### src/rtl/core/jdc_pkg.sv
// jdc_pkg: shared types, calendar constants, constant-divisor helpers and tables
// for the julian day / gregorian date converter core.
// depends on nothing; imported by every jdc module.
package jdc_pkg;

	// field widths
	localparam int unsigned JD_W   = 23;
	localparam int unsigned YEAR_W = 14;
	localparam int unsigned MON_W  = 4;
	localparam int unsigned DAY_W  = 5;
	localparam int unsigned WDAY_W = 3;
	localparam int unsigned YDAY_W = 9;
	localparam int unsigned WEEK_W = 6;

	// operation codes
	localparam logic MODE_TO_JD   = 1'b0;
	localparam logic MODE_TO_DATE = 1'b1;

	// range limits
	localparam logic [JD_W-1:0]   JD_MIN   = 23'd1721060;
	localparam logic [JD_W-1:0]   JD_MAX   = 23'd5373484;
	localparam logic [YEAR_W-1:0] YEAR_MAX = 14'd9999;

	// calendar constants
	localparam logic [MON_W-1:0] MON_JAN    = 4'd1;
	localparam logic [MON_W-1:0] MON_FEB    = 4'd2;
	localparam logic [MON_W-1:0] MON_MAR    = 4'd3;
	localparam logic [MON_W-1:0] MON_DEC    = 4'd12;
	localparam logic [MON_W-1:0] MAR_SHIFT  = 4'd9;
	localparam logic [MON_W-1:0] LATE_MON   = 4'd10;
	localparam logic [14:0]      YEAR_BIAS  = 15'd4800;
	localparam logic [24:0]      JDN_OFFSET = 25'd32045;
	localparam logic [22:0]      JDN_SHIFT  = 23'd32044;
	localparam logic [22:0]      WEEK_SHIFT = 23'd31741;
	localparam logic [17:0]      DAYS_400Y  = 18'd146097;
	localparam logic [15:0]      DAYS_100Y  = 16'd36524;
	localparam logic [10:0]      DAYS_4Y    = 11'd1461;
	localparam logic [10:0]      DAYS_4Y_LAST = 11'd1460;
	localparam logic [10:0]      DAYS_Y     = 11'd365;
	localparam logic [10:0]      DAYS_2Y    = 11'd730;
	localparam logic [10:0]      DAYS_3Y    = 11'd1095;
	localparam logic [8:0]       DAYS_YEAR  = 9'd365;
	localparam logic [6:0]       CENT       = 7'd100;
	localparam logic [2:0]       DAYS_WEEK  = 3'd7;
	localparam logic [2:0]       SATURDAY   = 3'd6;

	// reciprocals: m = ceil(2^k / d) with k = input bits + ceil(log2 d),
	// exact floor quotient for every input of that width
	localparam longint unsigned R100_M   = ((64'd1 << 22) + 64'd99) / 64'd100;
	localparam longint unsigned R400A_M  = ((64'd1 << 43) + 64'd146096) / 64'd146097;
	localparam longint unsigned R4YA_M   = ((64'd1 << 31) + 64'd1460) / 64'd1461;
	localparam longint unsigned R153_M   = ((64'd1 << 19) + 64'd152) / 64'd153;
	localparam longint unsigned R7_M     = ((64'd1 << 26) + 64'd6) / 64'd7;
	localparam longint unsigned R400W_M  = ((64'd1 << 41) + 64'd146096) / 64'd146097;
	localparam longint unsigned R100Y_M  = ((64'd1 << 34) + 64'd36523) / 64'd36524;
	localparam longint unsigned R4YW_M   = ((64'd1 << 27) + 64'd1460) / 64'd1461;
	localparam longint unsigned R7S_M    = ((64'd1 << 12) + 64'd6) / 64'd7;

	// pipeline beat between stage groups
	typedef struct packed {
		logic              ok;
		logic              mode;
		logic [JD_W-1:0]   jd;
		logic [YEAR_W-1:0] year;
		logic [MON_W-1:0]  month;
		logic [DAY_W-1:0]  day;
	} item_t;

	// finished result
	typedef struct packed {
		logic [JD_W-1:0]   julian_day;
		logic [YEAR_W-1:0] year;
		logic [MON_W-1:0]  month;
		logic [DAY_W-1:0]  day;
		logic [WDAY_W-1:0] week_day;
		logic [YDAY_W-1:0] year_day;
		logic [WEEK_W-1:0] year_week;
		logic              leap;
		logic              valid_res;
	} res_t;

	// x / 100, x < 2^15
	function automatic logic [8:0] div_100(input logic [14:0] x);
		logic [30:0] p;
		p = 31'(x) * 31'(R100_M);
		return p[30:22];
	endfunction

	// x / 146097, x < 2^25
	function automatic logic [7:0] div_400y_a(input logic [24:0] x);
		logic [50:0] p;
		p = 51'(x) * 51'(R400A_M);
		return p[50:43];
	endfunction

	// x / 1461, x < 2^20
	function automatic logic [9:0] div_4y_a(input logic [19:0] x);
		logic [40:0] p;
		p = 41'(x) * 41'(R4YA_M);
		return p[40:31];
	endfunction

	// x / 153, x < 2^11
	function automatic logic [3:0] div_153(input logic [10:0] x);
		logic [22:0] p;
		p = 23'(x) * 23'(R153_M);
		return p[22:19];
	endfunction

	// x / 7, x < 2^23
	function automatic logic [20:0] div_7(input logic [22:0] x);
		logic [46:0] p;
		p = 47'(x) * 47'(R7_M);
		return p[46:26];
	endfunction

	// x / 146097, x < 2^23
	function automatic logic [5:0] div_400y_w(input logic [22:0] x);
		logic [46:0] p;
		p = 47'(x) * 47'(R400W_M);
		return p[46:41];
	endfunction

	// x / 36524, x < 2^18
	function automatic logic [2:0] div_100y_w(input logic [17:0] x);
		logic [36:0] p;
		p = 37'(x) * 37'(R100Y_M);
		return p[36:34];
	endfunction

	// x / 1461, x < 2^16
	function automatic logic [5:0] div_4y_w(input logic [15:0] x);
		logic [32:0] p;
		p = 33'(x) * 33'(R4YW_M);
		return p[32:27];
	endfunction

	// x / 7, x < 2^9
	function automatic logic [6:0] div_7_small(input logic [8:0] x);
		logic [18:0] p;
		p = 19'(x) * 19'(R7S_M);
		return p[18:12];
	endfunction

	// gregorian leap rule from y mod 4, y mod 100 and (y / 100) mod 4
	function automatic logic leap_of(input logic [1:0] y_lo, input logic [6:0] rem100,
			input logic [1:0] q_lo);
		return ((y_lo == 2'd0) && (rem100 != 7'd0)) || ((rem100 == 7'd0) && (q_lo == 2'd0));
	endfunction

	// (153 * m + 2) / 5, month counted from march
	function automatic logic [8:0] mon_off(input logic [3:0] m);
		logic [8:0] r;
		unique case (m)
			4'd0:    r = 9'd0;
			4'd1:    r = 9'd31;
			4'd2:    r = 9'd61;
			4'd3:    r = 9'd92;
			4'd4:    r = 9'd122;
			4'd5:    r = 9'd153;
			4'd6:    r = 9'd184;
			4'd7:    r = 9'd214;
			4'd8:    r = 9'd245;
			4'd9:    r = 9'd275;
			4'd10:   r = 9'd306;
			4'd11:   r = 9'd337;
			default: r = 9'd0;
		endcase
		return r;
	endfunction

	// days before the first of the month, common year
	function automatic logic [8:0] days_before(input logic [3:0] mo);
		logic [8:0] r;
		unique case (mo)
			4'd1:    r = 9'd0;
			4'd2:    r = 9'd31;
			4'd3:    r = 9'd59;
			4'd4:    r = 9'd90;
			4'd5:    r = 9'd120;
			4'd6:    r = 9'd151;
			4'd7:    r = 9'd181;
			4'd8:    r = 9'd212;
			4'd9:    r = 9'd243;
			4'd10:   r = 9'd273;
			4'd11:   r = 9'd304;
			4'd12:   r = 9'd334;
			default: r = 9'd0;
		endcase
		return r;
	endfunction

	// month length, common year
	function automatic logic [4:0] month_len(input logic [3:0] mo);
		logic [4:0] r;
		unique case (mo)
			4'd2:                          r = 5'd28;
			4'd4, 4'd6, 4'd9, 4'd11:       r = 5'd30;
			4'd1, 4'd3, 4'd5, 4'd7, 4'd8,
			4'd10, 4'd12:                  r = 5'd31;
			default:                       r = 5'd0;
		endcase
		return r;
	endfunction

endpackage

### src/rtl/core/jdc_front.sv
// jdc_front: stages 1 and 2, date check and date to day number conversion,
// range check of incoming day numbers.
// depends on jdc_pkg.
module jdc_front import jdc_pkg::*; (
	input  logic              clk,
	input  logic              arst_n,
	input  logic              in_v,
	input  logic              mode,
	input  logic [YEAR_W-1:0] in_year,
	input  logic [MON_W-1:0]  in_month,
	input  logic [DAY_W-1:0]  in_day,
	input  logic [JD_W-1:0]   in_julian_day,
	output logic              out_v,
	output item_t             out_item
);

	logic              vld_s1, vld_s2;
	logic              mode_s1;
	logic [YEAR_W-1:0] year_s1;
	logic [MON_W-1:0]  month_s1;
	logic [DAY_W-1:0]  day_s1;
	logic [JD_W-1:0]   jd_s1;
	logic [8:0]        yq_s1;
	logic [14:0]       yy_s1;
	logic [8:0]        yyq_s1;
	item_t             item_s2;

	logic        early;
	logic [14:0] yy_in;
	logic [14:0] yrem;
	logic        leap0;
	logic [4:0]  mlen;
	logic        ok0, ok1;
	logic [3:0]  mm;
	logic [24:0] jd_sum;

	// march-based year: january and february belong to the year before
	always_comb begin
		early = (in_month <= MON_FEB);
		yy_in = 15'(in_year) + YEAR_BIAS - 15'(early);
	end

	// stage 1: the two divisions by 100
	always_ff @(posedge clk) begin
		mode_s1  <= mode;
		year_s1  <= in_year;
		month_s1 <= in_month;
		day_s1   <= in_day;
		jd_s1    <= in_julian_day;
		yq_s1    <= div_100({1'b0, in_year});
		yy_s1    <= yy_in;
		yyq_s1   <= div_100(yy_in);
	end

	// leap flag and date check
	always_comb begin
		yrem  = 15'(year_s1) - 15'(yq_s1) * 15'(CENT);
		leap0 = leap_of(year_s1[1:0], yrem[6:0], yq_s1[1:0]);
		mlen  = month_len(month_s1) + 5'((month_s1 == MON_FEB) && leap0);
		ok0   = (year_s1 <= YEAR_MAX) && (month_s1 >= MON_JAN) && (month_s1 <= MON_DEC)
			&& (day_s1 != 5'd0) && (day_s1 <= mlen);
		ok1   = (jd_s1 >= JD_MIN) && (jd_s1 <= JD_MAX);
	end

	// day number sum
	always_comb begin
		mm     = (month_s1 >= MON_MAR) ? (month_s1 - MON_MAR) : (month_s1 + MAR_SHIFT);
		jd_sum = 25'(day_s1) + 25'(mon_off(mm)) + 25'(yy_s1) * 25'(DAYS_YEAR)
			+ 25'(yy_s1[14:2]) - 25'(yyq_s1) + 25'(yyq_s1[8:2]) - JDN_OFFSET;
	end

	// stage 2
	always_ff @(posedge clk) begin
		item_s2.mode  <= mode_s1;
		item_s2.ok    <= (mode_s1 == MODE_TO_DATE) ? ok1 : ok0;
		item_s2.jd    <= (mode_s1 == MODE_TO_DATE) ? jd_s1 : jd_sum[JD_W-1:0];
		item_s2.year  <= year_s1;
		item_s2.month <= month_s1;
		item_s2.day   <= day_s1;
	end

	// valid bits
	always_ff @(posedge clk or negedge arst_n) begin
		if (!arst_n) begin
			vld_s1 <= 1'b0;
			vld_s2 <= 1'b0;
		end else begin
			vld_s1 <= in_v;
			vld_s2 <= vld_s1;
		end
	end

	assign out_v    = vld_s2;
	assign out_item = item_s2;

endmodule

### config.mk
export PLATFORM = sky130hd
export DESIGN_NAME = jdc_front
export DESIGN_NICKNAME = d
export VERILOG_FILES = /design/src/rtl/core/jdc_pkg.sv /design/src/rtl/core/jdc_front.sv
export SDC_FILE = /design/constraint.sdc
export NUM_CORES = 1
export LEC_CHECK = 0
export BUFFER_PORTS_ARGS = -buffer_cell sky130_fd_sc_hd__buf_2
export CORE_MARGIN = 1
export CORE_UTILIZATION = 60
export CTS_CLUSTER_SIZE = 14
export DETAILED_ROUTE_END_ITERATION = 16
export PLACE_DENSITY_LB_ADDON = 0.15
export SETUP_SLACK_MARGIN = 0.4
export SLEW_MARGIN = 20
export SYNTH_ARGS = -nofsm -noshare
export SYNTH_HDL_FRONTEND = slang
export SYNTH_SLANG_ARGS = --single-unit
export TNS_END_PERCENT = 20
### constraint.sdc
create_clock -name clk -period 13.2 [get_ports clk]
set_input_delay 0.66 -clock clk [delete_from_list [all_inputs] [get_ports clk]]
set_output_delay 0.66 -clock clk [all_outputs]
set_load 0.01 [all_outputs]
==> run metrics <==
row cnt=58; RSZ-0062 raised after global routing=no; Crit. End Element=register; largest cells by area after synthesis=fa_1, ha_1, dfxtp_1, inv_1, xnor2_1; Synth top area share=29.2%; Die X=163 um; fillers=1983; CP Class=in -> reg; Pre-Repair DR Iteration Count=5; Max FO, Critical Path=7; die height=163 um; slew of the pin with the lowest slew margin=960 ps; most frequent cell on the critical path=fa_1; CTS tree=built; HPWL after DPL=28.0 mm; Root Buffer=clkbuf_16; flops & latches, synth=129; layout cells sized above 1=9.35%; PortBufs=98; dominant synthesized flop cell=dfxtp_1; IO Pins=99; Critical-path top delay cell=xnor2_1; TritonCTS Buffers=17; register area share after synthesis=16.7%; Post-CTS Setup Bufs=0; die footprint=26600 um2; via count=10400; core area=25300 um2; initial core utilization=61.4%; R2R Setup Slk=7300 ps; initial antenna violation count=0; Total GRT Usage=25.7%; EDFF count, synth=0; H-Tree Depth=4; P&R area growth vs syn=9.58%; Total Routed Length=32.1 mm; post-synth net total=2138; Synth async-reset ratio=1.55%; first-pass GRT wire length=52.9 mm; max cap viols=0; Slew HR=35.5%; CP arrival=7960 ps; worst-skew pair later-pin latency=420 ps; Final Hold Viols=0; max incr delay on CP=730 ps; CP Launch Type=input pin; status=finished, final reports clean; Clock Sinks=129; Worst-path clk slew=70 ps; maximum buffer depth of the clock tree=2; Synth Warn #=0; Data required, critical path=13530 ps; HP Class=in -> reg; Slew Viols, Final=0; Syn Std Cell Area=15600 um2; Clock Skew=12.8 ps; WL per Instance=16.2 um; GRT overflow=0; area of the multi-input gates=11400 um2; Antenna Nets Post-Route=0; vias in the first global route=11000; post-DR vias/cell=5.23; largest net degree at the start of global routing=42; DRC=0; Register Area=2590 um2; Tcrit/Tclk final=57.8%; post-synthesis cell count=1537; # diodes=0; Yosys top cell by area=fa_1; min cycle time layout=7630 ps; GP Congestion=0.913; Nets=2245; DR iter-0 viols=492; Netlist cell types=69; Setup Viol. Count Final=0; final setup TNS=0 ps; Syn Area/Cell=10.1 um2; fmax=0.131 GHz
## logic make-up after synthesis
kind of cell / after synthesis / synth area share [%]
adders and majority gates: 551 / 55.3
buffers and inverters: 430 / 10.4
AOI/OAI and AO/OA: 184 / 7.91
and+or+nand+nor: 182 / 6.17
DFF: 129 / 16.7
xor gates and xnor gates: 53 / 3.03
muxes: 8 / 0.555
## metal layers
| layer | share of wire [%] | global-route usage [%] |
|---|---|---|
| met4 | 2.2 | 7.65 |
| met2 | 51 | 46.5 |
| met3 | 3.1 | 3.02 |
| met5 | 0 | 0 |
| met1 | 44 | 32.1 |
## critical path: cells and delay by family
family | cells | cell delay (ps)
adder cells (fa/ha/maj) | 9 | 3390
AO/OA/AOI/OAI | 6 | 1590
AND/OR/NAND/NOR | 7 | 1250
XOR/XNOR | 1 | 730
buffers and inverters | 5 | 340
## through the flow
step	cells	cell area (um2)	hold slack, ps	setup WS (ps)	utilization, %
after floorplan	1537	15600	323	6330	-
after global placement	1954	16400	338	5260	64.8
after detailed placement	1954	16400	338	5210	64.8
after CTS	1987	17000	318	5640	67.3
after global routing	1987	17000	315	5120	67.3
final	1987	17000	335	5570	67.3
## synth_stat cells, drive strengths merged (3+ instances only)
master	n
o31a	5
nand2	49
nor3b	5
o21a	9
buf	3
nor3	12
clkbuf	10
o21bai	6
xnor2	38
o211ai	5
and4	4
mux2i	3
o31ai	6
nor4b	5
nor2	33
a211oi	10
nand4	15
nor4	5
dfxtp	127
and3	4
or4	5
a21oi	51
inv	417
a31oi	3
ha	324
o22ai	3
nand2b	8
mux2	5
a21boi	4
xor2	15
nand3	20
o221ai	4
fa	227
a21o	22
nor2b	9
o21ai	43
## timing repair
action | 4_1_cts | 5_1_grt
setup endpoints to repair | 0 | 0
gates resized for setup | 0 | 0
hold buffers | 1 | 0
endpoints found under the hold margin | 2 | 0
## state kept, by name, indices dropped and copies added (netlist names), named ones only
name,flops
day_s1,5
jd_s1,23
mode_s1,1
month_s1,4
out_item,48
out_v,1
vld_s1,1
year_s1,14
yq_s1,5
yy_s1,15
yyq_s1,9
## layout by cell type, fill, tap and decap left out, drive strengths merged, types with 5 or more instances in the layout
cell type and n:
o21ai 43, buf 100, nand3 20, nor2 33, inv 425, a21oi 51
or4 5, nor4b 5, a21o 22, fa 227, o211ai 5, xor2 15
nor4 5, xnor2 38, o21bai 6, ha 324, o31a 5, nor3b 5
dfxtp 127, nand4 15, nand2b 8, a211oi 10, o31ai 6, mux2 5
nand2 49, clkbuf 18, o21a 9, nor3 12, nor2b 9
## final cells by class
cell class                      count  area share [%]
Timing Repair Buffer              101            3.02
Sequential cell                   129            15.2
Clock inverter                     14           0.984
Tap cell                          330            2.42
Inverter                          417            9.18
Multi-Input combinational cell    978            66.6
Clock buffer                       18            2.58
## path summary, 6_finish.rpt
path	from	to	depth (start not counted)
setup / recovery	in_month[0]	yyq_s1[8]	28
hold / removal	in_julian_day[0]	jd_s1[0]	1
setup reg to reg	month_s1[2]	out_item[43]	19
hold reg to reg	year_s1[9]	out_item[18]	0
max in group asynchronous	arst_n	out_v	2
min in group asynchronous	arst_n	vld_s1	2
Power is left out: the tool's default activity adds up to more than one toggle a clock period on the data nets, which glitch-free logic cannot reach.
