**src/rtl/core/jdc_pkg.sv**
```systemverilog
// jdc_pkg: shared types, calendar constants, constant-divisor helpers and tables
// for the julian day / gregorian date converter core.
// depends on nothing; imported by every jdc module.
package jdc_pkg;

	// field widths
	localparam int unsigned JD_W   = 23;
	localparam int unsigned YEAR_W = 14;
	localparam int unsigned MON_W  = 4;
	localparam int unsigned DAY_W  = 5;
	localparam int unsigned WDAY_W = 3;
	localparam int unsigned YDAY_W = 9;
	localparam int unsigned WEEK_W = 6;

	// operation codes
	localparam logic MODE_TO_JD   = 1'b0;
	localparam logic MODE_TO_DATE = 1'b1;

	// range limits
	localparam logic [JD_W-1:0]   JD_MIN   = 23'd1721060;
	localparam logic [JD_W-1:0]   JD_MAX   = 23'd5373484;
	localparam logic [YEAR_W-1:0] YEAR_MAX = 14'd9999;

	// calendar constants
	localparam logic [MON_W-1:0] MON_JAN    = 4'd1;
	localparam logic [MON_W-1:0] MON_FEB    = 4'd2;
	localparam logic [MON_W-1:0] MON_MAR    = 4'd3;
	localparam logic [MON_W-1:0] MON_DEC    = 4'd12;
	localparam logic [MON_W-1:0] MAR_SHIFT  = 4'd9;
	localparam logic [MON_W-1:0] LATE_MON   = 4'd10;
	localparam logic [14:0]      YEAR_BIAS  = 15'd4800;
	localparam logic [24:0]      JDN_OFFSET = 25'd32045;
	localparam logic [22:0]      JDN_SHIFT  = 23'd32044;
	localparam logic [22:0]      WEEK_SHIFT = 23'd31741;
	localparam logic [17:0]      DAYS_400Y  = 18'd146097;
	localparam logic [15:0]      DAYS_100Y  = 16'd36524;
	localparam logic [10:0]      DAYS_4Y    = 11'd1461;
	localparam logic [10:0]      DAYS_4Y_LAST = 11'd1460;
	localparam logic [10:0]      DAYS_Y     = 11'd365;
	localparam logic [10:0]      DAYS_2Y    = 11'd730;
	localparam logic [10:0]      DAYS_3Y    = 11'd1095;
	localparam logic [8:0]       DAYS_YEAR  = 9'd365;
	localparam logic [6:0]       CENT       = 7'd100;
	localparam logic [2:0]       DAYS_WEEK  = 3'd7;
	localparam logic [2:0]       SATURDAY   = 3'd6;

	// reciprocals: m = ceil(2^k / d) with k = input bits + ceil(log2 d),
	// exact floor quotient for every input of that width
	localparam longint unsigned R100_M   = ((64'd1 << 22) + 64'd99) / 64'd100;
	localparam longint unsigned R400A_M  = ((64'd1 << 43) + 64'd146096) / 64'd146097;
	localparam longint unsigned R4YA_M   = ((64'd1 << 31) + 64'd1460) / 64'd1461;
	localparam longint unsigned R153_M   = ((64'd1 << 19) + 64'd152) / 64'd153;
	localparam longint unsigned R7_M     = ((64'd1 << 26) + 64'd6) / 64'd7;
	localparam longint unsigned R400W_M  = ((64'd1 << 41) + 64'd146096) / 64'd146097;
	localparam longint unsigned R100Y_M  = ((64'd1 << 34) + 64'd36523) / 64'd36524;
	localparam longint unsigned R4YW_M   = ((64'd1 << 27) + 64'd1460) / 64'd1461;
	localparam longint unsigned R7S_M    = ((64'd1 << 12) + 64'd6) / 64'd7;

	// pipeline beat between stage groups
	typedef struct packed {
		logic              ok;
		logic              mode;
		logic [JD_W-1:0]   jd;
		logic [YEAR_W-1:0] year;
		logic [MON_W-1:0]  month;
		logic [DAY_W-1:0]  day;
	} item_t;

	// finished result
	typedef struct packed {
		logic [JD_W-1:0]   julian_day;
		logic [YEAR_W-1:0] year;
		logic [MON_W-1:0]  month;
		logic [DAY_W-1:0]  day;
		logic [WDAY_W-1:0] week_day;
		logic [YDAY_W-1:0] year_day;
		logic [WEEK_W-1:0] year_week;
		logic              leap;
		logic              valid_res;
	} res_t;

	// x / 100, x < 2^15
	function automatic logic [8:0] div_100(input logic [14:0] x);
		logic [30:0] p;
		p = 31'(x) * 31'(R100_M);
		return p[30:22];
	endfunction

	// x / 146097, x < 2^25
	function automatic logic [7:0] div_400y_a(input logic [24:0] x);
		logic [50:0] p;
		p = 51'(x) * 51'(R400A_M);
		return p[50:43];
	endfunction

	// x / 1461, x < 2^20
	function automatic logic [9:0] div_4y_a(input logic [19:0] x);
		logic [40:0] p;
		p = 41'(x) * 41'(R4YA_M);
		return p[40:31];
	endfunction

	// x / 153, x < 2^11
	function automatic logic [3:0] div_153(input logic [10:0] x);
		logic [22:0] p;
		p = 23'(x) * 23'(R153_M);
		return p[22:19];
	endfunction

	// x / 7, x < 2^23
	function automatic logic [20:0] div_7(input logic [22:0] x);
		logic [46:0] p;
		p = 47'(x) * 47'(R7_M);
		return p[46:26];
	endfunction

	// x / 146097, x < 2^23
	function automatic logic [5:0] div_400y_w(input logic [22:0] x);
		logic [46:0] p;
		p = 47'(x) * 47'(R400W_M);
		return p[46:41];
	endfunction

	// x / 36524, x < 2^18
	function automatic logic [2:0] div_100y_w(input logic [17:0] x);
		logic [36:0] p;
		p = 37'(x) * 37'(R100Y_M);
		return p[36:34];
	endfunction

	// x / 1461, x < 2^16
	function automatic logic [5:0] div_4y_w(input logic [15:0] x);
		logic [32:0] p;
		p = 33'(x) * 33'(R4YW_M);
		return p[32:27];
	endfunction

	// x / 7, x < 2^9
	function automatic logic [6:0] div_7_small(input logic [8:0] x);
		logic [18:0] p;
		p = 19'(x) * 19'(R7S_M);
		return p[18:12];
	endfunction

	// gregorian leap rule from y mod 4, y mod 100 and (y / 100) mod 4
	function automatic logic leap_of(input logic [1:0] y_lo, input logic [6:0] rem100,
			input logic [1:0] q_lo);
		return ((y_lo == 2'd0) && (rem100 != 7'd0)) || ((rem100 == 7'd0) && (q_lo == 2'd0));
	endfunction

	// (153 * m + 2) / 5, month counted from march
	function automatic logic [8:0] mon_off(input logic [3:0] m);
		logic [8:0] r;
		unique case (m)
			4'd0:    r = 9'd0;
			4'd1:    r = 9'd31;
			4'd2:    r = 9'd61;
			4'd3:    r = 9'd92;
			4'd4:    r = 9'd122;
			4'd5:    r = 9'd153;
			4'd6:    r = 9'd184;
			4'd7:    r = 9'd214;
			4'd8:    r = 9'd245;
			4'd9:    r = 9'd275;
			4'd10:   r = 9'd306;
			4'd11:   r = 9'd337;
			default: r = 9'd0;
		endcase
		return r;
	endfunction

	// days before the first of the month, common year
	function automatic logic [8:0] days_before(input logic [3:0] mo);
		logic [8:0] r;
		unique case (mo)
			4'd1:    r = 9'd0;
			4'd2:    r = 9'd31;
			4'd3:    r = 9'd59;
			4'd4:    r = 9'd90;
			4'd5:    r = 9'd120;
			4'd6:    r = 9'd151;
			4'd7:    r = 9'd181;
			4'd8:    r = 9'd212;
			4'd9:    r = 9'd243;
			4'd10:   r = 9'd273;
			4'd11:   r = 9'd304;
			4'd12:   r = 9'd334;
			default: r = 9'd0;
		endcase
		return r;
	endfunction

	// month length, common year
	function automatic logic [4:0] month_len(input logic [3:0] mo);
		logic [4:0] r;
		unique case (mo)
			4'd2:                          r = 5'd28;
			4'd4, 4'd6, 4'd9, 4'd11:       r = 5'd30;
			4'd1, 4'd3, 4'd5, 4'd7, 4'd8,
			4'd10, 4'd12:                  r = 5'd31;
			default:                       r = 5'd0;
		endcase
		return r;
	endfunction

endpackage

```
**src/rtl/core/jdc_split.sv**
```systemverilog
// jdc_split: stages 3 to 8, day number back to year, month and day.
// depends on jdc_pkg.
module jdc_split import jdc_pkg::*; (
	input  logic  clk,
	input  logic  arst_n,
	input  logic  in_v,
	input  item_t in_item,
	output logic  out_v,
	output item_t out_item
);

	logic vld_s3, vld_s4, vld_s5, vld_s6, vld_s7, vld_s8;
	item_t item_s3, item_s4, item_s5, item_s6, item_s7, item_s8;
	logic [22:0] a_s3;
	logic [7:0]  b_s3, b_s4, b_s5, b_s6, b_s7;
	logic [17:0] c_s4, c_s5;
	logic [9:0]  dd_s5, dd_s6, dd_s7;
	logic [8:0]  e_s6, e_s7;
	logic [3:0]  m_s7;

	logic [22:0] a_in;
	logic [25:0] p4;
	logic [23:0] c_full;
	logic [20:0] p6;
	logic [18:0] e_full;
	logic [10:0] e5;
	logic        late;
	logic [8:0]  d_full;
	logic [3:0]  mo_calc;
	logic [15:0] y_full;
	item_t       item_nxt;

	assign a_in = in_item.jd + JDN_SHIFT;

	// 400-year cycle, day within it, 4-year cycle, day within it, march-based month
	always_comb begin
		p4     = 26'(b_s3) * 26'(DAYS_400Y);
		c_full = 24'(a_s3) - 24'(p4[25:2]);
		p6     = 21'(dd_s5) * 21'(DAYS_4Y);
		e_full = 19'(c_s5) - 19'(p6[20:2]);
		e5     = 11'({e_s6, 2'b00}) + 11'(e_s6) + 11'd2;
	end

	// final date assembly, converted date replaces the input date on day-number beats
	always_comb begin
		late    = (m_s7 >= LATE_MON);
		d_full  = e_s7 - mon_off(m_s7) + 9'd1;
		mo_calc = late ? (m_s7 - MAR_SHIFT) : (m_s7 + MON_MAR);
		y_full  = 16'(b_s7) * 16'(CENT) + 16'(dd_s7) - 16'(YEAR_BIAS) + 16'(late);
		item_nxt = item_s7;
		if (item_s7.mode == MODE_TO_DATE) begin
			item_nxt.year  = y_full[YEAR_W-1:0];
			item_nxt.month = mo_calc;
			item_nxt.day   = d_full[DAY_W-1:0];
		end
	end

	// stage registers
	always_ff @(posedge clk) begin
		item_s3 <= in_item;
		a_s3    <= a_in;
		b_s3    <= div_400y_a({a_in, 2'b11});

		item_s4 <= item_s3;
		b_s4    <= b_s3;
		c_s4    <= c_full[17:0];

		item_s5 <= item_s4;
		b_s5    <= b_s4;
		c_s5    <= c_s4;
		dd_s5   <= div_4y_a({c_s4, 2'b11});

		item_s6 <= item_s5;
		b_s6    <= b_s5;
		dd_s6   <= dd_s5;
		e_s6    <= e_full[8:0];

		item_s7 <= item_s6;
		b_s7    <= b_s6;
		dd_s7   <= dd_s6;
		e_s7    <= e_s6;
		m_s7    <= div_153(e5);

		item_s8 <= item_nxt;
	end

	// valid bits
	always_ff @(posedge clk or negedge arst_n) begin
		if (!arst_n) begin
			vld_s3 <= 1'b0;
			vld_s4 <= 1'b0;
			vld_s5 <= 1'b0;
			vld_s6 <= 1'b0;
			vld_s7 <= 1'b0;
			vld_s8 <= 1'b0;
		end else begin
			vld_s3 <= in_v;
			vld_s4 <= vld_s3;
			vld_s5 <= vld_s4;
			vld_s6 <= vld_s5;
			vld_s7 <= vld_s6;
			vld_s8 <= vld_s7;
		end
	end

	assign out_v    = vld_s8;
	assign out_item = item_s8;

endmodule

```
**config.mk**
```make
export PLATFORM = sky130hd
export DESIGN_NAME = jdc_split
export DESIGN_NICKNAME = d
export VERILOG_FILES = /design/src/rtl/core/jdc_pkg.sv /design/src/rtl/core/jdc_split.sv
export SDC_FILE = /design/constraint.sdc
export NUM_CORES = 2
export LEC_CHECK = 0
export ABC_AREA = 0
export BUFFER_PORTS_ARGS = -buffer_cell sky130_fd_sc_hd__clkbuf_2
export CORE_ASPECT_RATIO = 0.8
export CORE_UTILIZATION = 42
export DETAILED_ROUTE_END_ITERATION = 8
export HOLD_SLACK_MARGIN = 0.12
export SYNTH_ARGS = -nofsm -noshare
export SYNTH_HDL_FRONTEND = slang
export SYNTH_SLANG_ARGS = --single-unit
```
**constraint.sdc**
```tcl
create_clock -name clk -period 11.4 [get_ports clk]
set_input_delay 1.14 -clock clk [delete_from_list [all_inputs] [get_ports clk]]
set_output_delay 1.14 -clock clk [all_outputs]
set_load 0.05 [all_outputs]
```
==> results.md <==
- Required time of the critical path: 11.88 ns
- Width of the die: ~320 um
- Post-synthesis to final-layout area growth: 10.4%
- Uppermost signal routing layer after detailed routing: met4
- Nets: around 4300
- Routed wl met2: between 20000 and 30000 um
- Startpoint type of the worst setup path: primary input
- WL final: 64500 um
- Crit-path slowest cell: sky130_fd_sc_hd__fa_1
- Vias in the first global route: approximately 20000
- Avg Inst Size Synth: 10.8 um^2
- Relative slew slack: between 40% and 50%
- Cell taking the most area after synthesis: sky130_fd_sc_hd__dfxtp_1
- Count of vias placed by the detailed router: between 15000 and 20000
- Starting density of the core: a little over two fifths
- Setup clock skew after layout: 0.0281 ns
- Area of the die: 79600 um^2
- Slew at the pin closest to its max-slew limit: ~0.8 ns
- Proportion of layout cells with a drive suffix above 1: under 10%
- Nets in the synthesized netlist: 4161
- Clk pin slew, worst setup/hold paths: about 0.060 ns
- Synthesized instance count: a little over 3000
- Congestion Overflow GR: 0
- Crit path arrival time: ~9.5 ns
- Average wire per standard cell: around 15 um
- Commonest non-fill, non-tap cell in the layout: sky130_fd_sc_hd__inv_1
- CP delay by family, top: adder cells
- Highest-count cells in the layout ignoring fill and taps: sky130_fd_sc_hd__inv_1 (837), sky130_fd_sc_hd__ha_1 (658), sky130_fd_sc_hd__dfxtp_1 (424)
- Instance area after placement: between 30000 and 40000 um^2
- Fmax: 111 MHz
- Time the worst path needs with I/O delays and setup: 9.04 ns
- Warnings from Yosys: 0
- Mapped cell area: about 33000 um^2
- Height of the die: around 250 um
- Router iterations before antenna repair: 9
- Fill count: around 7300
- # IOs: 100
- Non-filler cells in the finished layout: approximately 4300
- Pins Over Slew Limit: 0
- Largest incremental delay on the critical path: 0.55 ns
- Number of placed instances with taps included: between 4000 and 5000
- Number of failing setup endpoints in the final timing report: 0
- Root Buffer Master: sky130_fd_sc_hd__clkbuf_16
- Post-cts sizing count: 0
- Violated checks: DRC
- Final cycle utilization of the critical path: roughly four fifths
- Post-detailed-route count of antenna-violating nets: 0
- Flip-flop and latch count after synthesis: between 400 and 500
- Routability Congestion: 0.882
- Total clock buffers created by CTS: 47
- Post-route standard cell area excluding fillers: 36400 um^2
- Post-layout utilization of the core: between 40 and 50%
- Cell mode on critical path: sky130_fd_sc_hd__inv_1
- Fraction of synthesis flops using an asynchronous set or reset pin: 1.40%
- Hold crit path type: register to register
- H-tree level count: 2
- Number of diodes: 0
- Final HPWL DP: approximately 56000 um
- Initial antenna violation count: 1
- WL met3: between 3000 and 4000 um
- Number of enable-type register cells in the synthesized netlist: 0
- Number of hold buffers added after CTS: 0
- Final number of hold-violating endpoints: 0
- Class of the most critical setup path: primary input to register
- Buffer count from post-CTS setup fixing: 0
- Sequential element share of the synthesized area: between 20% and 30%
- First-pass GRT wire length: 107000 um
- Aggregate negative setup slack: 0 ns
- Clock tree from TritonCTS: done
- Maxcap violations: 0
- CTS sink cnt: 430
- Number of buffer cells added on primary ports: roughly 100
- Run status: finished with violations
- Violation count after the first detailed-route iteration: 947
- Routed vias/inst: about 4.6
- Skew-Pair Late Insertion Delay: 0.60 ns
- Area share of the leading cell type in the synthesized netlist: 25.7%
- Number of distinct standard cells referenced by the synthesized netlist: 70
- Pin count of the biggest net entering global routing: 21
- Wire length on met1: between 30000 and 40000 um
- Setup repair after global routing missed its margin: no
- Capturing element type of the critical path: register
- Number of buffers and inverters on the critical path: 7
- Ys flop type: sky130_fd_sc_hd__dfxtp_1
- Ranking of synthesized cells by area: sky130_fd_sc_hd__dfxtp_1 (26%), sky130_fd_sc_hd__ha_1 (25%), sky130_fd_sc_hd__fa_1 (25%)
- Residual DRC count: 3
- Core box area: 77400 um^2
- Worst Path Max Fanout: 7
- Cell row count: 91
- Largest buffer count on any clock path: 3
- Total track usage: between 10% and 20%
==> layout make-up <==
class	count	area, um^2	share of cell area, %
clock buffer	60	1310	3.59
tap	1023	1280	3.52
inverter	839	3150	8.65
timing repair buffer	101	510	1.40
clock inverter	26	333	0.915
sequential	430	8640	23.7
multi-input combinational	1773	21200	58.2
==> cell usage after synthesis (3+ instances only) <==
cell	count
sky130_fd_sc_hd__o21ai_0	42
sky130_fd_sc_hd__nand4_1	8
sky130_fd_sc_hd__a21boi_0	4
sky130_fd_sc_hd__inv_1	837
sky130_fd_sc_hd__a21o_1	46
sky130_fd_sc_hd__o21a_1	16
sky130_fd_sc_hd__o21bai_1	20
sky130_fd_sc_hd__nand3b_1	4
sky130_fd_sc_hd__nor2b_1	13
sky130_fd_sc_hd__dfxtp_1	424
sky130_fd_sc_hd__a211o_1	3
sky130_fd_sc_hd__dfrtp_1	6
sky130_fd_sc_hd__o211a_1	3
sky130_fd_sc_hd__nor2_1	57
sky130_fd_sc_hd__xor2_1	42
sky130_fd_sc_hd__a211oi_1	13
sky130_fd_sc_hd__a31oi_1	11
sky130_fd_sc_hd__o211ai_1	9
sky130_fd_sc_hd__o211ai_2	3
sky130_fd_sc_hd__a21oi_1	92
sky130_fd_sc_hd__o31a_1	4
sky130_fd_sc_hd__xnor2_1	118
sky130_fd_sc_hd__a2111oi_0	6
sky130_fd_sc_hd__ha_1	658
sky130_fd_sc_hd__mux2_2	15
sky130_fd_sc_hd__or2_2	6
sky130_fd_sc_hd__nand2b_1	10
sky130_fd_sc_hd__mux2i_1	5
sky130_fd_sc_hd__or3_1	5
sky130_fd_sc_hd__and2_1	4
sky130_fd_sc_hd__o311ai_0	3
sky130_fd_sc_hd__o21ai_1	3
sky130_fd_sc_hd__a221oi_1	5
sky130_fd_sc_hd__nand3_1	24
sky130_fd_sc_hd__and3_1	10
sky130_fd_sc_hd__nand2_1	45
sky130_fd_sc_hd__nor3_1	20
sky130_fd_sc_hd__fa_1	406
==> sequential cells by signal, indices dropped and copies added, names as in the netlist, 9 cells and up, named ones only <==
register / count
dd_s7: 10
c_s4: 18
item_s3: 46
e_s6: 9
item_s5: 48
out_item: 48
item_s4: 48
c_s5: 9
dd_s6: 10
a_s3: 18
item_s6: 48
item_s7: 23
item_nxt: 25
dd_s5: 10
==> cell families (layout without fill, tap and decap cells) <==
logic type	Yosys count	count (layout)	share of synthesized area [%]
xor gates and xnor gates	162	162	4.35
muxes	20	20	0.664
buffers and inverters	843	1026	9.60
AOI/OAI and AO/OA	311	311	6.33
DFF	430	430	26.2
adders and majority gates	1064	1064	49.6
and+or+nand+nor	216	216	3.26
==> routing by layer <==
| metal | GRT usage [%] | up-vias |
|---|---|---|
| met5 | 0 | - |
| met2 | 27.2 | 306 |
| met4 | 3.27 | 0 |
| met3 | 2.93 | 57 |
| li1 | - | 9896 |
| met1 | 24.4 | 9461 |
==> metrics by stage <==
| stage | setup WS, ns | hold WS [ns] |
|---|---|---|
| after floorplan | 3.05 | 0.310 |
| after global placement | 1.83 | 0.310 |
| after detailed placement | 1.81 | 0.312 |
| after CTS | 2.39 | 0.301 |
| after global routing | 1.89 | 0.314 |
| final | 2.36 | 0.309 |
==> worst paths after layout <==
| kind | start | end | slack [ns] | depth (start not counted) |
|---|---|---|---|---|
| setup / recovery | in_item[25] | b_s3[7] | 2.36 | 30 |
| hold / removal | b_s6[0] | b_s7[0] | 0.31 | 0 |
| min in group asynchronous | arst_n | vld_s6 | 0.37 | 1 |
| setup reg to reg | e_s6[0] | register | 3.92 | 26 |
| max in group asynchronous | arst_n | out_v | 10.88 | 1 |
| hold reg to reg | b_s6[0] | b_s7[0] | 0.31 | 0 |
Power is left out: the tool's default activity adds up to more than one toggle a clock period on the data nets, which glitch-free logic cannot reach.
