==> config.mk <==
export PLATFORM = sky130hd
export DESIGN_NAME = jdc_cal
export DESIGN_NICKNAME = d
export VERILOG_FILES = /design/src/rtl/core/jdc_pkg.sv /design/src/rtl/core/jdc_cal.sv
export SDC_FILE = /design/constraint.sdc
export NUM_CORES = 2
export LEC_CHECK = 0
export BUFFER_PORTS_ARGS = -buffer_cell sky130_fd_sc_hd__buf_2
export CAP_MARGIN = 20
export CORE_ASPECT_RATIO = 1.1
export CORE_MARGIN = 2
export CORE_UTILIZATION = 58
export CTS_CLUSTER_DIAMETER = 150
export DETAILED_ROUTE_END_ITERATION = 6
export PLACE_DENSITY = 0.84
export SLEW_MARGIN = 20
export SYNTH_ARGS = -nofsm -noshare
export SYNTH_HDL_FRONTEND = slang
export SYNTH_SLANG_ARGS = --single-unit
==> constraint.sdc <==
create_clock -name clk -period 7.8 [get_ports clk]
set_input_delay 1.17 -clock clk [delete_from_list [all_inputs] [get_ports clk]]
set_output_delay 1.17 -clock clk [all_outputs]
set_load 0.005 [all_outputs]
==> src/rtl/core/jdc_pkg.sv <==
// jdc_pkg: shared types, calendar constants, constant-divisor helpers and tables
// for the julian day / gregorian date converter core.
// depends on nothing; imported by every jdc module.
package jdc_pkg;

	// field widths
	localparam int unsigned JD_W   = 23;
	localparam int unsigned YEAR_W = 14;
	localparam int unsigned MON_W  = 4;
	localparam int unsigned DAY_W  = 5;
	localparam int unsigned WDAY_W = 3;
	localparam int unsigned YDAY_W = 9;
	localparam int unsigned WEEK_W = 6;

	// operation codes
	localparam logic MODE_TO_JD   = 1'b0;
	localparam logic MODE_TO_DATE = 1'b1;

	// range limits
	localparam logic [JD_W-1:0]   JD_MIN   = 23'd1721060;
	localparam logic [JD_W-1:0]   JD_MAX   = 23'd5373484;
	localparam logic [YEAR_W-1:0] YEAR_MAX = 14'd9999;

	// calendar constants
	localparam logic [MON_W-1:0] MON_JAN    = 4'd1;
	localparam logic [MON_W-1:0] MON_FEB    = 4'd2;
	localparam logic [MON_W-1:0] MON_MAR    = 4'd3;
	localparam logic [MON_W-1:0] MON_DEC    = 4'd12;
	localparam logic [MON_W-1:0] MAR_SHIFT  = 4'd9;
	localparam logic [MON_W-1:0] LATE_MON   = 4'd10;
	localparam logic [14:0]      YEAR_BIAS  = 15'd4800;
	localparam logic [24:0]      JDN_OFFSET = 25'd32045;
	localparam logic [22:0]      JDN_SHIFT  = 23'd32044;
	localparam logic [22:0]      WEEK_SHIFT = 23'd31741;
	localparam logic [17:0]      DAYS_400Y  = 18'd146097;
	localparam logic [15:0]      DAYS_100Y  = 16'd36524;
	localparam logic [10:0]      DAYS_4Y    = 11'd1461;
	localparam logic [10:0]      DAYS_4Y_LAST = 11'd1460;
	localparam logic [10:0]      DAYS_Y     = 11'd365;
	localparam logic [10:0]      DAYS_2Y    = 11'd730;
	localparam logic [10:0]      DAYS_3Y    = 11'd1095;
	localparam logic [8:0]       DAYS_YEAR  = 9'd365;
	localparam logic [6:0]       CENT       = 7'd100;
	localparam logic [2:0]       DAYS_WEEK  = 3'd7;
	localparam logic [2:0]       SATURDAY   = 3'd6;

	// reciprocals: m = ceil(2^k / d) with k = input bits + ceil(log2 d),
	// exact floor quotient for every input of that width
	localparam longint unsigned R100_M   = ((64'd1 << 22) + 64'd99) / 64'd100;
	localparam longint unsigned R400A_M  = ((64'd1 << 43) + 64'd146096) / 64'd146097;
	localparam longint unsigned R4YA_M   = ((64'd1 << 31) + 64'd1460) / 64'd1461;
	localparam longint unsigned R153_M   = ((64'd1 << 19) + 64'd152) / 64'd153;
	localparam longint unsigned R7_M     = ((64'd1 << 26) + 64'd6) / 64'd7;
	localparam longint unsigned R400W_M  = ((64'd1 << 41) + 64'd146096) / 64'd146097;
	localparam longint unsigned R100Y_M  = ((64'd1 << 34) + 64'd36523) / 64'd36524;
	localparam longint unsigned R4YW_M   = ((64'd1 << 27) + 64'd1460) / 64'd1461;
	localparam longint unsigned R7S_M    = ((64'd1 << 12) + 64'd6) / 64'd7;

	// pipeline beat between stage groups
	typedef struct packed {
		logic              ok;
		logic              mode;
		logic [JD_W-1:0]   jd;
		logic [YEAR_W-1:0] year;
		logic [MON_W-1:0]  month;
		logic [DAY_W-1:0]  day;
	} item_t;

	// finished result
	typedef struct packed {
		logic [JD_W-1:0]   julian_day;
		logic [YEAR_W-1:0] year;
		logic [MON_W-1:0]  month;
		logic [DAY_W-1:0]  day;
		logic [WDAY_W-1:0] week_day;
		logic [YDAY_W-1:0] year_day;
		logic [WEEK_W-1:0] year_week;
		logic              leap;
		logic              valid_res;
	} res_t;

	// x / 100, x < 2^15
	function automatic logic [8:0] div_100(input logic [14:0] x);
		logic [30:0] p;
		p = 31'(x) * 31'(R100_M);
		return p[30:22];
	endfunction

	// x / 146097, x < 2^25
	function automatic logic [7:0] div_400y_a(input logic [24:0] x);
		logic [50:0] p;
		p = 51'(x) * 51'(R400A_M);
		return p[50:43];
	endfunction

	// x / 1461, x < 2^20
	function automatic logic [9:0] div_4y_a(input logic [19:0] x);
		logic [40:0] p;
		p = 41'(x) * 41'(R4YA_M);
		return p[40:31];
	endfunction

	// x / 153, x < 2^11
	function automatic logic [3:0] div_153(input logic [10:0] x);
		logic [22:0] p;
		p = 23'(x) * 23'(R153_M);
		return p[22:19];
	endfunction

	// x / 7, x < 2^23
	function automatic logic [20:0] div_7(input logic [22:0] x);
		logic [46:0] p;
		p = 47'(x) * 47'(R7_M);
		return p[46:26];
	endfunction

	// x / 146097, x < 2^23
	function automatic logic [5:0] div_400y_w(input logic [22:0] x);
		logic [46:0] p;
		p = 47'(x) * 47'(R400W_M);
		return p[46:41];
	endfunction

	// x / 36524, x < 2^18
	function automatic logic [2:0] div_100y_w(input logic [17:0] x);
		logic [36:0] p;
		p = 37'(x) * 37'(R100Y_M);
		return p[36:34];
	endfunction

	// x / 1461, x < 2^16
	function automatic logic [5:0] div_4y_w(input logic [15:0] x);
		logic [32:0] p;
		p = 33'(x) * 33'(R4YW_M);
		return p[32:27];
	endfunction

	// x / 7, x < 2^9
	function automatic logic [6:0] div_7_small(input logic [8:0] x);
		logic [18:0] p;
		p = 19'(x) * 19'(R7S_M);
		return p[18:12];
	endfunction

	// gregorian leap rule from y mod 4, y mod 100 and (y / 100) mod 4
	function automatic logic leap_of(input logic [1:0] y_lo, input logic [6:0] rem100,
			input logic [1:0] q_lo);
		return ((y_lo == 2'd0) && (rem100 != 7'd0)) || ((rem100 == 7'd0) && (q_lo == 2'd0));
	endfunction

	// (153 * m + 2) / 5, month counted from march
	function automatic logic [8:0] mon_off(input logic [3:0] m);
		logic [8:0] r;
		unique case (m)
			4'd0:    r = 9'd0;
			4'd1:    r = 9'd31;
			4'd2:    r = 9'd61;
			4'd3:    r = 9'd92;
			4'd4:    r = 9'd122;
			4'd5:    r = 9'd153;
			4'd6:    r = 9'd184;
			4'd7:    r = 9'd214;
			4'd8:    r = 9'd245;
			4'd9:    r = 9'd275;
			4'd10:   r = 9'd306;
			4'd11:   r = 9'd337;
			default: r = 9'd0;
		endcase
		return r;
	endfunction

	// days before the first of the month, common year
	function automatic logic [8:0] days_before(input logic [3:0] mo);
		logic [8:0] r;
		unique case (mo)
			4'd1:    r = 9'd0;
			4'd2:    r = 9'd31;
			4'd3:    r = 9'd59;
			4'd4:    r = 9'd90;
			4'd5:    r = 9'd120;
			4'd6:    r = 9'd151;
			4'd7:    r = 9'd181;
			4'd8:    r = 9'd212;
			4'd9:    r = 9'd243;
			4'd10:   r = 9'd273;
			4'd11:   r = 9'd304;
			4'd12:   r = 9'd334;
			default: r = 9'd0;
		endcase
		return r;
	endfunction

	// month length, common year
	function automatic logic [4:0] month_len(input logic [3:0] mo);
		logic [4:0] r;
		unique case (mo)
			4'd2:                          r = 5'd28;
			4'd4, 4'd6, 4'd9, 4'd11:       r = 5'd30;
			4'd1, 4'd3, 4'd5, 4'd7, 4'd8,
			4'd10, 4'd12:                  r = 5'd31;
			default:                       r = 5'd0;
		endcase
		return r;
	endfunction

endpackage

==> src/rtl/core/jdc_cal.sv <==
// jdc_cal: stages 9 to 18, leap flag, day of week, day of year and week of year,
// result register with zeroing of rejected beats.
// depends on jdc_pkg.
module jdc_cal import jdc_pkg::*; (
	input  logic  clk,
	input  logic  arst_n,
	input  logic  in_v,
	input  item_t in_item,
	output logic  out_v,
	output res_t  out_res
);

	logic vld_s9, vld_s10, vld_s11, vld_s12, vld_s13;
	logic vld_s14, vld_s15, vld_s16, vld_s17, vld_s18;
	item_t item_s9, item_s10, item_s11, item_s12, item_s13;
	item_t item_s14, item_s15, item_s16, item_s17;
	logic [8:0]  yq_s9;
	logic [20:0] wq_s9;
	logic        leap_s10, leap_s11, leap_s12, leap_s13, leap_s14, leap_s15, leap_s16, leap_s17;
	logic [2:0]  r7_s10;
	logic [22:0] t_s11;
	logic [5:0]  tq_s11;
	logic [WDAY_W-1:0] wday_s11, wday_s12, wday_s13, wday_s14, wday_s15, wday_s16, wday_s17;
	logic [YDAY_W-1:0] yday_s11, yday_s12, yday_s13, yday_s14, yday_s15, yday_s16, yday_s17;
	logic [17:0] u_s12, u_s13;
	logic [2:0]  uq_s13;
	logic [15:0] rc_s14, rc_s15;
	logic [5:0]  cq_s15;
	logic [10:0] d4_s16;
	logic [8:0]  d1_s17;
	res_t        res_s18;

	logic [14:0] yrem;
	logic [22:0] r7_full;
	logic [22:0] t_in;
	logic [23:0] u_full;
	logic [17:0] rc_full;
	logic [15:0] d4_full;
	logic        last_day;
	logic [10:0] d4_adj;
	logic [10:0] yr_base;
	logic [10:0] d1_full;
	logic [6:0]  wk_full;

	// leap flag and day number mod 7
	always_comb begin
		yrem    = 15'(item_s9.year) - 15'(yq_s9) * 15'(CENT);
		r7_full = item_s9.jd - 23'(wq_s9) * 23'(DAYS_WEEK);
	end

	// shifted day number for the week count
	assign t_in = item_s10.jd + WEEK_SHIFT - 23'(r7_s10);

	// remainders of the 400-year, 100-year and 4-year cycles
	always_comb begin
		u_full  = 24'(t_s11) - 24'(tq_s11) * 24'(DAYS_400Y);
		rc_full = u_s13 - 18'(uq_s13) * 18'(DAYS_100Y);
		d4_full = rc_s15 - 16'(cq_s15) * 16'(DAYS_4Y);
	end

	// day within the year of the 4-year cycle, last day kept in the last year
	always_comb begin
		last_day = (d4_s16 == DAYS_4Y_LAST);
		d4_adj   = d4_s16 - 11'(last_day);
		priority if (d4_adj >= DAYS_3Y) begin
			yr_base = DAYS_3Y;
		end else if (d4_adj >= DAYS_2Y) begin
			yr_base = DAYS_2Y;
		end else if (d4_adj >= DAYS_Y) begin
			yr_base = DAYS_Y;
		end else begin
			yr_base = 11'd0;
		end
		d1_full = d4_adj - yr_base + 11'(last_day);
	end

	assign wk_full = div_7_small(d1_s17) + 7'd1;

	// stage registers
	always_ff @(posedge clk) begin
		item_s9  <= in_item;
		yq_s9    <= div_100({1'b0, in_item.year});
		wq_s9    <= div_7(in_item.jd);

		item_s10 <= item_s9;
		leap_s10 <= leap_of(item_s9.year[1:0], yrem[6:0], yq_s9[1:0]);
		r7_s10   <= r7_full[2:0];

		item_s11 <= item_s10;
		leap_s11 <= leap_s10;
		t_s11    <= t_in;
		tq_s11   <= div_400y_w(t_in);
		wday_s11 <= (r7_s10 == SATURDAY) ? 3'd0 : (r7_s10 + 3'd1);
		yday_s11 <= days_before(item_s10.month) + 9'(item_s10.day)
			+ 9'(leap_s10 && (item_s10.month > MON_FEB));

		item_s12 <= item_s11;
		leap_s12 <= leap_s11;
		wday_s12 <= wday_s11;
		yday_s12 <= yday_s11;
		u_s12    <= u_full[17:0];

		item_s13 <= item_s12;
		leap_s13 <= leap_s12;
		wday_s13 <= wday_s12;
		yday_s13 <= yday_s12;
		u_s13    <= u_s12;
		uq_s13   <= div_100y_w(u_s12);

		item_s14 <= item_s13;
		leap_s14 <= leap_s13;
		wday_s14 <= wday_s13;
		yday_s14 <= yday_s13;
		rc_s14   <= rc_full[15:0];

		item_s15 <= item_s14;
		leap_s15 <= leap_s14;
		wday_s15 <= wday_s14;
		yday_s15 <= yday_s14;
		rc_s15   <= rc_s14;
		cq_s15   <= div_4y_w(rc_s14);

		item_s16 <= item_s15;
		leap_s16 <= leap_s15;
		wday_s16 <= wday_s15;
		yday_s16 <= yday_s15;
		d4_s16   <= d4_full[10:0];

		item_s17 <= item_s16;
		leap_s17 <= leap_s16;
		wday_s17 <= wday_s16;
		yday_s17 <= yday_s16;
		d1_s17   <= d1_full[8:0];

		// result register, all zero for a rejected beat
		if (item_s17.ok) begin
			res_s18.julian_day <= item_s17.jd;
			res_s18.year       <= item_s17.year;
			res_s18.month      <= item_s17.month;
			res_s18.day        <= item_s17.day;
			res_s18.week_day   <= wday_s17;
			res_s18.year_day   <= yday_s17;
			res_s18.year_week  <= wk_full[WEEK_W-1:0];
			res_s18.leap       <= leap_s17;
			res_s18.valid_res  <= 1'b1;
		end else begin
			res_s18 <= '0;
		end
	end

	// valid bits
	always_ff @(posedge clk or negedge arst_n) begin
		if (!arst_n) begin
			vld_s9  <= 1'b0;
			vld_s10 <= 1'b0;
			vld_s11 <= 1'b0;
			vld_s12 <= 1'b0;
			vld_s13 <= 1'b0;
			vld_s14 <= 1'b0;
			vld_s15 <= 1'b0;
			vld_s16 <= 1'b0;
			vld_s17 <= 1'b0;
			vld_s18 <= 1'b0;
		end else begin
			vld_s9  <= in_v;
			vld_s10 <= vld_s9;
			vld_s11 <= vld_s10;
			vld_s12 <= vld_s11;
			vld_s13 <= vld_s12;
			vld_s14 <= vld_s13;
			vld_s15 <= vld_s14;
			vld_s16 <= vld_s15;
			vld_s17 <= vld_s16;
			vld_s18 <= vld_s17;
		end
	end

	assign out_v   = vld_s18;
	assign out_res = res_s18;

endmodule

==> metrics.yaml <==
place_ws_ns: -0.645
hold_viol: 0
synth_xor_area_frac: 0.0308
cp_data_required_time_ns: 8.33
place_area_sq_um: 51600
max_freq_ghz: 0.123
fin_crit_ns: 8.11
areaGrowthSynthToFinish_pct: 12.4
relSlewSlack: 0.322
crit_slowest_cell: "fa_1"
initial_core_util: 0.585
status: "complete, but fails checks"
route.vias.total: 30700
clock_latency_ns: 0.61
wl_microns: 110000
die_w_microns: 280
drc: 0
worstSetupEndpointType: "flip-flop"
timing.rr.start: "item_s10[25]"
synth_nets: 5891
portBuffers: 116
drive_above_1_share: 0.104
max_stage_delay_ns: 0.55
drt_iter0_markers: 1847
die_area_sq_um: 86200
dp.final_hpwl_microns: 81600
stdcell_area_sq_um: 54700
mostFrequentLayoutCell: "inv_1"
synth_compound_area_frac: 0.0429
nFillCells: 5527
worstPathArrival_ns: 8.65
max_cap_violations: 0
firstDrtPassIters: 6
postSynthAreaPerCell_sq_um: 11.3
worst_r2r_endpoint: "tq_s11[4]"
crit_path_frequent_cell: "inv_2"
routed_via_density: 5.33
min-delay-start: "item_s12[38]"
synth_top_family_by_area: "adder cells"
path_clk_slew_ns: 0.07
slew_viol_final: 0
seq_area_frac_synth: 0.299
r2r_slack_ns: -0.31
die_h_microns: 308
synth_mux_area_frac: 0.00260
synth_edf_count: 0
async_reset_ff_frac: 0.0138
violations: "setup timing"
ant_nets: 0
worst-r2r-cell-count: 36
grt_max_degree: 66
hold_depth: 0
core_area_sq_um: 83200
ys_dominant_reg_cell: "dfxtp_1"
finalSetupViolCount: 6
htree_levels: 3
skew_ns: 0.0360
layout_setup_ws_ns: -0.312
routabilityCongestion: 0.960
num_rows: 111
tightest_slew_ns: 1.02
startpoint_type: "flip-flop"
hold_path_end: "item_s13[38]"
synth-adder-area-share: 0.494
synth-simple-area-share: 0.0405
wl_per_cell_microns: 19.1
crit_type: "reg2reg"
root_buffer: "clkbuf_16"
worst_hold_path_type: "reg2reg"
fin_nets: 6224
clock-sinks: 725
synthesis.area_sq_um: 48600
grt_pass1_wl_microns: 176000
cts_max_path_buffers: 3
fin_crit_sh: 1.04
grt_use_total: 0.260
synthCells: 4300
num_io_pins: 118
hold_buffers: 0
crit_buf_inv: 10
ys_seq_elements: 725
final_cell_mix: "inv_1 (1138), ha_1 (890), dfxtp_1 (711), fa_1 (629), buf_4 (154)"
synth_warnings: 0
grt.overflow.total: 0
antenna_found_initial: 5
hold_ws_ns: 0.305
crit_family: "adder cells"
cp_max_fo: 4
rsz0062_at_grt: "yes"
cts_buffers: 68
grt_pass1_vias: 34000
synth.distinct_cells: 65
cts_tree: "yes"
-- worst register-to-register path, delay by kind of cell (launching register included) --
| kind | cells | cell delay (ns) |
|---|---|---|
| adders and majority gates | 10 | 3.90 |
| AOI/OAI and AO/OA | 11 | 2.21 |
| and+or+nand+nor | 3 | 0.46 |
| xor gates and xnor gates | 2 | 0.45 |
| DFF | 1 | 0.35 |
| buffers and inverters | 10 | 0.67 |
-- metal layers --
| metal | share of wire | global-route usage | vias up |
|---|---|---|---|
| met5 | 0 | 0 | - |
| met4 | 0.047 | 0.112 | 0 |
| met3 | 0.058 | 0.0391 | 369 |
| met2 | 0.52 | 0.472 | 1008 |
| met1 | 0.38 | 0.304 | 15300 |
| li1 | - | - | 14100 |
-- cell type report --
type / instances / area, sq um / share of cell area
antenna: 1 / 2.50 / 0.0000458
clock buffer: 90 / 1940 / 0.0354
clock inverter: 32 / 479 / 0.00877
inverter: 1157 / 4350 / 0.0795
multi-input combinational: 2407 / 30200 / 0.552
sequential: 725 / 14600 / 0.267
tap: 1073 / 1340 / 0.0246
timing repair buffer: 274 / 1790 / 0.0328
-- flip-flops by register name, summed over array words and instances, names as in the netlist, 47 cells and up, named ones only --
name      cells
out_res      66
item_s9      47
item_s10     47
item_s15     47
item_s16     47
item_s12     47
item_s13     47
item_s17     47
item_s11     47
item_s14     47
-- metrics by stage --
stage                     TNS (ns)  utilization  std cells
after floorplan                  0            -       4300
after CTS                   -0.241        0.654       5743
after detailed placement     -3.37        0.620       5614
after global placement       -2.49        0.620       5614
after global routing         -2.77        0.657       5758
final                        -1.65        0.657       5759
-- cell families after synthesis --
| family | after synthesis |
|---|---|
| adder cells (fa/ha/maj) | 1540 |
| buffers and inverters | 1168 |
| flip-flops | 725 |
| AND/OR/NAND/NOR | 370 |
| AO/OA/AOI/OAI | 316 |
| XOR/XNOR | 170 |
| multiplexers | 11 |
-- worst max-delay path by stage --
| stage | from | end | cells after the start |
|---|---|---|---|
| 6_report | item_s10[25] | tq_s11[4] | 36 |
| 5_1_grt | item_s10[25] | tq_s11[2] | 34 |
| 4_1_cts | item_s10[25] | tq_s11[5] | 31 |
| 3_5_place_dp | item_s10[25] | tq_s11[2] | 34 |
| 3_3_place_gp | item_s10[25] | tq_s11[2] | 34 |
| 2_1_floorplan | item_s10[25] | tq_s11[2] | 34 |
-- synthesized netlist by cell type, types with 11 or more instances --
cell / count / area, sq um
and3_1: 14 / 87.6
fa_1: 633 / 12700
xor2_1: 44 / 385
nor2b_1: 17 / 106
nand3_1: 28 / 140
nand4_1: 18 / 113
o21a_1: 15 / 113
a211oi_1: 11 / 82.6
nand2_1: 61 / 229
xnor2_1: 125 / 1090
a21o_1: 46 / 345
a21oi_1: 94 / 470
ha_1: 907 / 11300
nor3_1: 33 / 165
nor2_1: 73 / 274
clkbuf_1: 11 / 41.3
dfxtp_1: 715 / 14300
o21bai_1: 15 / 113
inv_1: 1156 / 4340
and2_1: 66 / 413
nand2b_1: 12 / 75.1
o21ai_0: 53 / 265
-- repair_timing --
action	4_1_cts	5_1_grt
pin swaps	58	37
hold endpoints to repair	0	0
buffers inserted	7	15
gates resized for setup	67	39
endpoints found under the setup margin	6	6
Power is not shown: default switching activity piles up to over one toggle a cycle in this logic, so the estimate is an artifact.
